--- config.mk ---
export PLATFORM = sky130hd
export DESIGN_NAME = application_template_tlv_parser_top
export DESIGN_NICKNAME = d
export VERILOG_FILES = /design/src/rtl/atp_pkg.sv /design/src/rtl/application_template_tlv_parser_top.sv /design/src/rtl/atp_step.sv
export SDC_FILE = /design/constraint.sdc
export NUM_CORES = 1
export LEC_CHECK = 0
export BUFFER_PORTS_ARGS = -buffer_cell sky130_fd_sc_hd__buf_2
export CORE_ASPECT_RATIO = 1.25
export CORE_UTILIZATION = 44
export CTS_CLUSTER_DIAMETER = 50
export DETAILED_ROUTE_END_ITERATION = 10
export PLACE_DENSITY = 0.68
export SLEW_MARGIN = 20
export SYNTH_ARGS = -nofsm -noshare
export SYNTH_HDL_FRONTEND = slang
export SYNTH_SLANG_ARGS = --single-unit
--- constraint.sdc ---
create_clock -name clk -period 4 [get_ports clk]
set_input_delay 0.2 -clock clk [delete_from_list [all_inputs] [get_ports clk]]
set_output_delay 0.2 -clock clk [all_outputs]
set_load 0.03 [all_outputs]
--- src/rtl/atp_pkg.sv ---
`timescale 1ns / 1ps

package atp_pkg;

	// Largest AID the store can hold, and the saturation cap of the reported length
	localparam int MAX_AID_BYTES = 16;
	localparam int AID_CAP       = (MAX_AID_BYTES < 31) ? MAX_AID_BYTES : 31;

	// BER-TLV tags
	localparam logic [7:0] TAG_TEMPLATE = 8'h61;
	localparam logic [7:0] TAG_AID      = 8'h4F;
	localparam logic [7:0] TAG_LABEL    = 8'h50;

	typedef enum logic [3:0] {
		PH_IDLE      = 4'd0,
		PH_TLEN      = 4'd1,
		PH_AIDTAG    = 4'd2,
		PH_AIDLEN    = 4'd3,
		PH_AIDVAL    = 4'd4,
		PH_LABTAG    = 4'd5,
		PH_LABLEN    = 4'd6,
		PH_LABVAL    = 4'd7,
		PH_DONE_OK   = 4'd8,
		PH_DONE_BADT = 4'd9,
		PH_DONE_BADA = 4'd10,
		PH_DONE_LONG = 4'd11
	} phase_t;

	typedef enum logic [3:0] {
		ROLE_IGNORED   = 4'd0,
		ROLE_TMPL_TAG  = 4'd1,
		ROLE_TMPL_LEN  = 4'd2,
		ROLE_AID_TAG   = 4'd3,
		ROLE_AID_LEN   = 4'd4,
		ROLE_AID_BYTE  = 4'd5,
		ROLE_LAB_TAG   = 4'd6,
		ROLE_LAB_LEN   = 4'd7,
		ROLE_LAB_BYTE  = 4'd8,
		ROLE_TRAILER   = 4'd9
	} role_t;

	typedef enum logic [2:0] {
		ST_PROGRESS  = 3'd0,
		ST_COMPLETE  = 3'd1,
		ST_BAD_TMPL  = 3'd2,
		ST_BAD_AID   = 3'd3,
		ST_AID_LONG  = 3'd4
	} status_t;

	// Parser state carried from byte to byte
	typedef struct packed {
		phase_t     phase;
		logic [7:0] tmpl_rem;
		logic [7:0] fld_rem;
		logic [7:0] fld_pos;
		logic [4:0] aid_len;
		logic [7:0] lab_len;
	} state_t;

	// One result item
	typedef struct packed {
		role_t      role;
		logic [7:0] elem_idx;
		status_t    status;
		logic [4:0] aid_len;
		logic [7:0] lab_len;
		logic       rec_end;
	} result_t;

endpackage

--- src/rtl/application_template_tlv_parser_top.sv ---
`timescale 1ns / 1ps

// Application template (tag 61) TLV parser. Takes one record byte per cycle
// on the slave stream (s_tuser marks the first byte of a record) and returns
// one result per byte: its role, its index within the AID or label value, the
// running record status, the held AID and label lengths, and m_tlast on the
// byte that completes or aborts the record. Throughput is one byte per clock
// when not stalled, set by the combinational next-state logic of the byte
// FSM; bytes pass the input, then the result register. Back pressure
// on the master side stalls the input only once both registers are full.
// AIDs longer than atp_pkg::MAX_AID_BYTES bytes abort with status 4.
module application_template_tlv_parser_top (
	input  logic        clk,
	input  logic        arst_n,
	input  logic        s_tvalid,
	output logic        s_tready,
	input  logic [7:0]  s_tdata,   // [7:0] data_byte
	input  logic        s_tuser,   // [0] first
	output logic        m_tvalid,
	input  logic        m_tready,
	output logic [31:0] m_tdata,   // [3:0] byte_role, [11:4] element_index,
	                               // [14:12] status, [19:15] aid_length,
	                               // [27:20] label_length, [31:28] zero
	output logic        m_tlast    // record_end
);

	logic              valid_s1;
	logic [7:0]        byte_s1;
	logic              first_s1;
	logic              m_valid_q;
	atp_pkg::result_t  result_q;
	atp_pkg::state_t   state_q;
	atp_pkg::state_t   state_nxt;
	atp_pkg::result_t  result_nxt;
	logic              out_free;
	logic              advance;

	// Handshake: output register frees when empty or drained this cycle
	assign out_free = !m_valid_q || m_tready;
	assign advance  = valid_s1 && out_free;
	assign s_tready = !valid_s1 || out_free;

	atp_step u_step (
		.cur       (state_q),
		.data_byte (byte_s1),
		.first     (first_s1),
		.nxt       (state_nxt),
		.res       (result_nxt)
	);

	// Control: stage valids and parser state
	always_ff @(posedge clk or negedge arst_n) begin
		if (!arst_n) begin
			valid_s1  <= 1'b0;
			m_valid_q <= 1'b0;
			state_q   <= '{phase: atp_pkg::PH_IDLE, default: '0};
		end else begin
			if (s_tready) begin
				valid_s1 <= s_tvalid;
			end
			if (advance) begin
				m_valid_q <= 1'b1;
				state_q   <= state_nxt;
			end else if (m_tready) begin
				m_valid_q <= 1'b0;
			end
		end
	end

	// Payload registers
	always_ff @(posedge clk) begin
		if (s_tvalid && s_tready) begin
			byte_s1  <= s_tdata;
			first_s1 <= s_tuser;
		end
		if (advance) begin
			result_q <= result_nxt;
		end
	end

	assign m_tvalid = m_valid_q;
	assign m_tlast  = result_q.rec_end;
	assign m_tdata  = {4'b0000, result_q.lab_len, result_q.aid_len, result_q.status,
		result_q.elem_idx, result_q.role};

endmodule

--- src/rtl/atp_step.sv ---
`timescale 1ns / 1ps

// Next-state and result logic of the byte FSM for one record byte
module atp_step (
	input  atp_pkg::state_t  cur,
	input  logic [7:0]       data_byte,
	input  logic             first,
	output atp_pkg::state_t  nxt,
	output atp_pkg::result_t res
);

	logic [7:0] tmpl_dec;
	logic [7:0] fld_dec;

	// Remaining template count stops at zero; field count just decrements
	assign tmpl_dec = (cur.tmpl_rem == 8'd0) ? 8'd0 : cur.tmpl_rem - 8'd1;
	assign fld_dec  = cur.fld_rem - 8'd1;

	always_comb begin
		nxt          = cur;
		res.role     = atp_pkg::ROLE_IGNORED;
		res.elem_idx = 8'd0;
		res.status   = atp_pkg::ST_PROGRESS;
		res.rec_end  = 1'b0;

		if (first) begin
			// New record: drop everything held
			nxt.tmpl_rem = 8'd0;
			nxt.fld_rem  = 8'd0;
			nxt.fld_pos  = 8'd0;
			nxt.aid_len  = 5'd0;
			nxt.lab_len  = 8'd0;
			res.role     = atp_pkg::ROLE_TMPL_TAG;
			if (data_byte == atp_pkg::TAG_TEMPLATE) begin
				nxt.phase = atp_pkg::PH_TLEN;
			end else begin
				res.status  = atp_pkg::ST_BAD_TMPL;
				res.rec_end = 1'b1;
				nxt.phase   = atp_pkg::PH_DONE_BADT;
			end
		end else begin
			unique case (cur.phase)
				atp_pkg::PH_IDLE: begin
				end
				atp_pkg::PH_DONE_OK:   res.status = atp_pkg::ST_COMPLETE;
				atp_pkg::PH_DONE_BADT: res.status = atp_pkg::ST_BAD_TMPL;
				atp_pkg::PH_DONE_BADA: res.status = atp_pkg::ST_BAD_AID;
				atp_pkg::PH_DONE_LONG: res.status = atp_pkg::ST_AID_LONG;
				atp_pkg::PH_TLEN: begin
					res.role     = atp_pkg::ROLE_TMPL_LEN;
					nxt.tmpl_rem = data_byte;
					nxt.phase    = atp_pkg::PH_AIDTAG;
				end
				atp_pkg::PH_AIDTAG: begin
					nxt.tmpl_rem = tmpl_dec;
					res.role     = atp_pkg::ROLE_AID_TAG;
					if (data_byte == atp_pkg::TAG_AID) begin
						nxt.phase = atp_pkg::PH_AIDLEN;
					end else begin
						res.status  = atp_pkg::ST_BAD_AID;
						res.rec_end = 1'b1;
						nxt.phase   = atp_pkg::PH_DONE_BADA;
					end
				end
				atp_pkg::PH_AIDLEN: begin
					nxt.tmpl_rem = tmpl_dec;
					res.role     = atp_pkg::ROLE_AID_LEN;
					nxt.aid_len  = (data_byte > 8'(atp_pkg::AID_CAP)) ?
						5'(atp_pkg::AID_CAP) : data_byte[4:0];
					if (data_byte > 8'(atp_pkg::MAX_AID_BYTES)) begin
						res.status  = atp_pkg::ST_AID_LONG;
						res.rec_end = 1'b1;
						nxt.phase   = atp_pkg::PH_DONE_LONG;
					end else if (data_byte == 8'd0) begin
						// Empty AID: go straight to the label check, or complete if the template is used up
						if (tmpl_dec == 8'd0) begin
							res.status  = atp_pkg::ST_COMPLETE;
							res.rec_end = 1'b1;
							nxt.phase   = atp_pkg::PH_DONE_OK;
						end else begin
							nxt.phase = atp_pkg::PH_LABTAG;
						end
					end else begin
						nxt.fld_rem = data_byte;
						nxt.fld_pos = 8'd0;
						nxt.phase   = atp_pkg::PH_AIDVAL;
					end
				end
				atp_pkg::PH_AIDVAL: begin
					nxt.tmpl_rem = tmpl_dec;
					res.role     = atp_pkg::ROLE_AID_BYTE;
					res.elem_idx = cur.fld_pos;
					nxt.fld_pos  = cur.fld_pos + 8'd1;
					nxt.fld_rem  = fld_dec;
					if (fld_dec == 8'd0) begin
						if (tmpl_dec == 8'd0) begin
							res.status  = atp_pkg::ST_COMPLETE;
							res.rec_end = 1'b1;
							nxt.phase   = atp_pkg::PH_DONE_OK;
						end else begin
							nxt.phase = atp_pkg::PH_LABTAG;
						end
					end
				end
				atp_pkg::PH_LABTAG: begin
					nxt.tmpl_rem = tmpl_dec;
					if (data_byte == atp_pkg::TAG_LABEL) begin
						res.role  = atp_pkg::ROLE_LAB_TAG;
						nxt.phase = atp_pkg::PH_LABLEN;
					end else begin
						res.role    = atp_pkg::ROLE_TRAILER;
						res.status  = atp_pkg::ST_COMPLETE;
						res.rec_end = 1'b1;
						nxt.phase   = atp_pkg::PH_DONE_OK;
					end
				end
				atp_pkg::PH_LABLEN: begin
					nxt.tmpl_rem = tmpl_dec;
					res.role     = atp_pkg::ROLE_LAB_LEN;
					nxt.lab_len  = data_byte;
					if (data_byte == 8'd0) begin
						res.status  = atp_pkg::ST_COMPLETE;
						res.rec_end = 1'b1;
						nxt.phase   = atp_pkg::PH_DONE_OK;
					end else begin
						nxt.fld_rem = data_byte;
						nxt.fld_pos = 8'd0;
						nxt.phase   = atp_pkg::PH_LABVAL;
					end
				end
				atp_pkg::PH_LABVAL: begin
					nxt.tmpl_rem = tmpl_dec;
					res.role     = atp_pkg::ROLE_LAB_BYTE;
					res.elem_idx = cur.fld_pos;
					nxt.fld_pos  = cur.fld_pos + 8'd1;
					nxt.fld_rem  = fld_dec;
					if (fld_dec == 8'd0) begin
						res.status  = atp_pkg::ST_COMPLETE;
						res.rec_end = 1'b1;
						nxt.phase   = atp_pkg::PH_DONE_OK;
					end
				end
				default: begin
					// Unused phase codes fall back to waiting for a record
					nxt.phase = atp_pkg::PH_IDLE;
				end
			endcase
		end

		res.aid_len = nxt.aid_len;
		res.lab_len = nxt.lab_len;
	end

endmodule

* After elaboration in Yosys (flattened, before gate mapping)
Cells that the tools add are included.
** Storage, ports and cells
- Register bits after elaboration :: 81
- Output and inout bits :: 35
** Operators by class
- Equal/unequal tests :: 18
- Magnitude comparators :: 1
- Reductions and logical operators :: 21
- Bitwise logic cells :: 1
- Mux-type cells :: 45
- $add $sub $neg :: 3
** Operator list (number)
- $pmux W16 S3 :: 1
- $mux W41 :: 1
- $mux W4 :: 10
- $logic_not A8 Y1 :: 4
- $mux W16 :: 2
- $pmux W4 S8 :: 1
- $pmux W3 S10 :: 1
- $pmux W4 S7 :: 1
- $eq A8 B7 Y1 const B :: 3
- $mux W1 :: 17
- $eq A4 B3 Y1 const B :: 4
- $eq A4 B4 Y1 const B :: 4
- $mux W8 :: 2
- $pmux W8 S2 :: 1
- $sub A8 B1 Y8 const B :: 2
- $mux W5 :: 2
- $mux W3 :: 3
- $add A8 B1 Y8 const B :: 1
- $eq A4 B2 Y1 const B :: 2
- $gt A8 B5 Y1 const B :: 1
- $ne A3 B2 Y1 const B :: 2
- $pmux W1 S6 :: 1
- $reduce_or A6 Y1 :: 1
- $reduce_or A5 Y1 :: 1
- other kinds (16) :: 21

* Longest topological paths before layout
- Depth after elaboration :: 8
- Mapped depth :: 9
- Depth with buffers taken out :: 8

* Cells and area by module
Synthesis repeated with hierarchy kept, for this count alone.
** Second synthesis, totals
- Cell total of the unflattened synthesis :: 440
- Area, all modules :: 4842.1 µm²
** Modules (own cells, without submodules)
- application_template_tlv_parser_top :: cells an instance 138, area an instance 2959.1 µm², times used 1
- atp_step :: cells an instance 302, area an instance 1883.1 µm², times used 1

* Least setup slack after synthesis
Ideal clock, no wire load.
- Kind :: register -> register
- From :: reg m_valid_q, in the netlist m_tvalid
- To :: reg result_q, in the netlist m_tdata[0], enable pin
- Slack :: 1621 ps
- Required time :: 3595 ps
- Path buffers :: 2
- Clock period less this slack :: 2379 ps
- Arrival time :: 1974 ps
- Stages on the path, launching flop included :: 6
- Path through :: dfrtp_1 > nand2b_1 > nand2_1 > clkbuf_1 > inv_1 > clkbuf_1
** Between the ends
- Cells in the longest elaborated chain, start to end :: 3
** RTL lines
- from (decl) :: RTL line application_template_tlv_parser_top.sv:30 : logic m_valid_q;
- from (signal assigned) :: RTL line application_template_tlv_parser_top.sv:55 : m_valid_q <= 1'b0;
- from (signal assigned) :: RTL line application_template_tlv_parser_top.sv:62 : m_valid_q <= 1'b1;
- from (signal assigned) :: RTL line application_template_tlv_parser_top.sv:65 : m_valid_q <= 1'b0;
- $logic_not A1 Y1 :: RTL line application_template_tlv_parser_top.sv:39 : assign out_free = !m_valid_q || m_tready;
- $logic_or A1 B1 Y1 :: RTL line application_template_tlv_parser_top.sv:39
- $logic_and A1 B1 Y1 :: RTL line application_template_tlv_parser_top.sv:40 : assign advance = valid_s1 && out_free;
- via advance :: RTL line application_template_tlv_parser_top.sv:36 : logic advance;
- to (signal assigned) :: RTL line application_template_tlv_parser_top.sv:77 : result_q <= result_nxt;
- to (decl) :: RTL line application_template_tlv_parser_top.sv:31 : atp_pkg::result_t result_q;
The timed path passes the listed nets, and every way through them passes these cells.
A chain may end at the register's enable or synchronous reset.

* Final worst setup path
- From :: reg state_q[39] in the netlist's numbering
- To :: reg state_q[28] in the netlist's numbering
** Between the ends
- Cells in the longest elaborated chain, start to end :: 4
- Elaborated cells on any way between the ends :: 10
- Those cells by class :: eq/ne: 5; mux: 2; reduce/logical: 3
** RTL lines
- from (decl) :: RTL line application_template_tlv_parser_top.sv:32 : atp_pkg::state_t state_q;
- from (signal assigned) :: RTL line application_template_tlv_parser_top.sv:63 : state_q <= state_nxt;
- $eq A4 B3 Y1 :: RTL line atp_step.sv:42 : unique case (cur.phase)
- $reduce_or A2 Y1 (no source line)
- $pmux W16 S3 or $reduce_bool A4 Y1 (tied branches)
- $mux W41 or $reduce_and A3 Y1 (tied branches)
Several ways; a longest one is shown, not always the timed one.

==> impl_metrics.toml <==
[run_status]
status = "finished, final reports clean"

[floorplan]
start_util_pct = 45.8
die-width_um = 89.7
dieArea_um2 = 10000
ios = 48
core_area_um2 = 9220
die_h_um = 112
rows = 39

[clocking]
cts_buffer_depth = 2
cts_buffers = 9
clk_latency_ns = 0.34
clock_sinks = 81
post_cts_resized = 0
cts_hold_buffers = 0
post_cts_buffers = 0
cts-root-buf = "clkbuf_16"
cts_tree = "built"
htree_num_levels = 3
clkSlewWorstSetupHoldPaths_ns = 0.07

[placed_design]
port_buffers = 43
gp_congestion = 0.897
dp_hpwl_um = 6360

[worst_setup_path]
r2r-start = "state_q[39]"
crit_chain = "nor2b_1 -> nand3_1 -> nor2_1 -> o311a_1 -> a221o_1"
timing.rr.end = "state_q[28]"
cp_slowest_cell = "nor2_1"
startpoint = "state_q[39]"
critPathMaxStageDelay_ns = 0.75
start_kind = "flip-flop"
cp.required_ns = 4.29
r2r_cells = 5
crit_arrival_ns = 3.14
crit_path_end_kind = "flip-flop"
critPathMaxFanout = 19
r2r_setup_slack_ns = 1.15
timing_worst_setup_path_type = "reg2reg"

[power]
leakage_nw = 2.01
power_mw = 2.25
peakVddDrop_mv = 0.252
powerDensity_nw_per_um2 = 469

[yosys]
synth.avg_cell_area_um2 = 9.39
synth_cell_types = 62
yosys_register_bits = 81
synth_seq_area_share_pct = 52.5
synth_edf_count = 38
synthesis.area_um2 = 4230
synth_cells = 450
synth-main-ff-cell = "dfrtp_1"
synthArstFlopShare_pct = 53.1
ys.warnings.count = 0

[global_route]
grt_pass1_wl_um = 15600
grt_max_degree = 44
grt_overflow = 0
grt_pass1_vias = 3178
grt_use_total_pct = 20.6
antenna_found_initial = 0

[hold_path]
worstHoldEndpoint = "byte_s1[2]"
hold_path_class = "in2reg"
hp-start = "s_tdata[2]"
hold-path-cell-count = 1

[cells_and_area]
seqCellArea_um2 = 2220
drive_above_1_share_pct = 14.2
layout.nets = 499
multi_input_area_um2 = 1820
fill_cells = 850
areaGrowthSynthToFinish_pct = 13.5
layout_common_cells = "nand2_1, dfrtp_1, buf_2"
antenna_cells = 0
final_util_pct = 52.0
layout_commonest_cell = "nand2_1"

[sta]
finalHoldViolCount = 0
fin_crit_sh_pct = 71.2
slew-limit-headroom_pct = 29.2
fin_skew_ns = 0.00615
grt_setup_unrepaired = "no"
tns_ns = 0
setup_viol = 0
fmax_ghz = 0.351
finalCriticalPeriod_ns = 2.85
worstMarginPinSlew_ns = 1.06
drv_slew = 0

[routing]
wire_per_inst_um = 15.7
vias = 3519
drt_wl_total_um = 9550
ant_nets = 0
vias_per_cell = 5.78
dr.first_iter.drc_count = 308
firstDrtPassIters = 5
remaining_drc_errors = 0

[job]
cap_violations = 0
worst max-delay path: cells and delay by family, from the launching register on:
family / cells / cell delay (ns)
AND/OR/NAND/NOR: 3 / 1.73
flip-flops: 1 / 0.64
AO/OA/AOI/OAI: 2 / 0.41
final cells by class:
| type | count | area share, % |
|---|---|---|
| clock buffers | 10 | 4.98 |
| clock inverters | 6 | 1.04 |
| inverters | 15 | 1.17 |
| multi-input cells | 326 | 38.0 |
| flip-flops and latches | 81 | 46.2 |
| well taps | 123 | 3.21 |
| repair buffers | 48 | 5.37 |
metrics by stage:
stage	setup WS [ns]	std cells	cell area [um^2]	hold slack (ns)
final	1.15	609	4800	0.0283
after global placement	1.38	592	4490	0.378
after floorplan	1.62	453	4240	-0.0956
after CTS	1.21	608	4780	0.0257
after detailed placement	1.25	592	4490	0.378
after global routing	0.925	609	4800	0.0145
cells in the mapped netlist (all sizes together) (2+ instances only):
library cell  count  area share, %
nor4bb            2           0.47
a21o              3           0.71
a32o              2           0.47
o21ai            39            4.6
buf               9            1.4
a211oi            3           0.65
nor2             31            2.8
or3               3           0.44
a32oi             4           0.83
o22ai             5           0.74
nor4              6           0.89
nand2            81            7.2
nand4             4           0.59
xnor2             3           0.62
nor3             17            2.0
nor2b             5           0.74
o31ai             9            1.7
nand3             6           0.71
nand2b            9            1.3
inv              15            1.3
or4               5           0.89
a22o              2           0.41
dfrtp            43             25
and2             10            1.5
ha                5            1.5
clkbuf           22            2.0
a22oi             7            1.2
and3              5           0.74
a31oi             7            1.0
a21oi            26            3.1
edfxtp           38             27
kinds of logic after synthesis:
| kind of cell | Yosys count | synth area share (%) |
|---|---|---|
| simple gates | 189 | 21.3 |
| compound gates | 123 | 18.9 |
| flops | 81 | 52.5 |
| buf+inv | 46 | 4.71 |
| fa+ha+maj | 5 | 1.48 |
| xor+xnor | 4 | 0.829 |
| other cells | 1 | 0.0887 |
| mux | 1 | 0.266 |
flip-flops by register name (all words and copies together), names as in the netlist:
signal and count:
m_tdata 28, valid_s1 1, first_s1 1, byte_s1 8, state_q 41, m_tvalid 1, m_tlast 1
worst max path at each step:
| stage | to | slack [ns] | depth (start not counted) |
|---|---|---|---|
| 2_1_floorplan | m_tdata[0] | 1.62 | 5 |
| 3_3_place_gp | state_q[28] | 1.38 | 5 |
| 3_5_place_dp | state_q[28] | 1.25 | 5 |
| 4_1_cts | state_q[28] | 1.21 | 5 |
| 5_1_grt | state_q[28] | 0.92 | 5 |
| 6_report | state_q[28] | 1.15 | 5 |
metal layers:
| layer | vias up | track usage, % | part of all wire, % |
|---|---|---|---|
| li1 | 1686 | - | - |
| met1 | 1669 | 27.7 | 43 |
| met2 | 144 | 31.7 | 48 |
| met3 | 20 | 4.45 | 6.9 |
| met4 | 0 | 8.78 | 2.2 |
| met5 | - | 0 | 0 |
report_power, final:
part	total (mW)	leakage (nW)	switching, mW	internal [mW]
Clock	0.789	0.141	0.343	0.446
Combinational	0.442	0.914	0.294	0.148
Sequential	1.02	0.956	0.0815	0.937
Total	2.25	2.01	0.718	1.53
(Power assumes the default switching activity.)
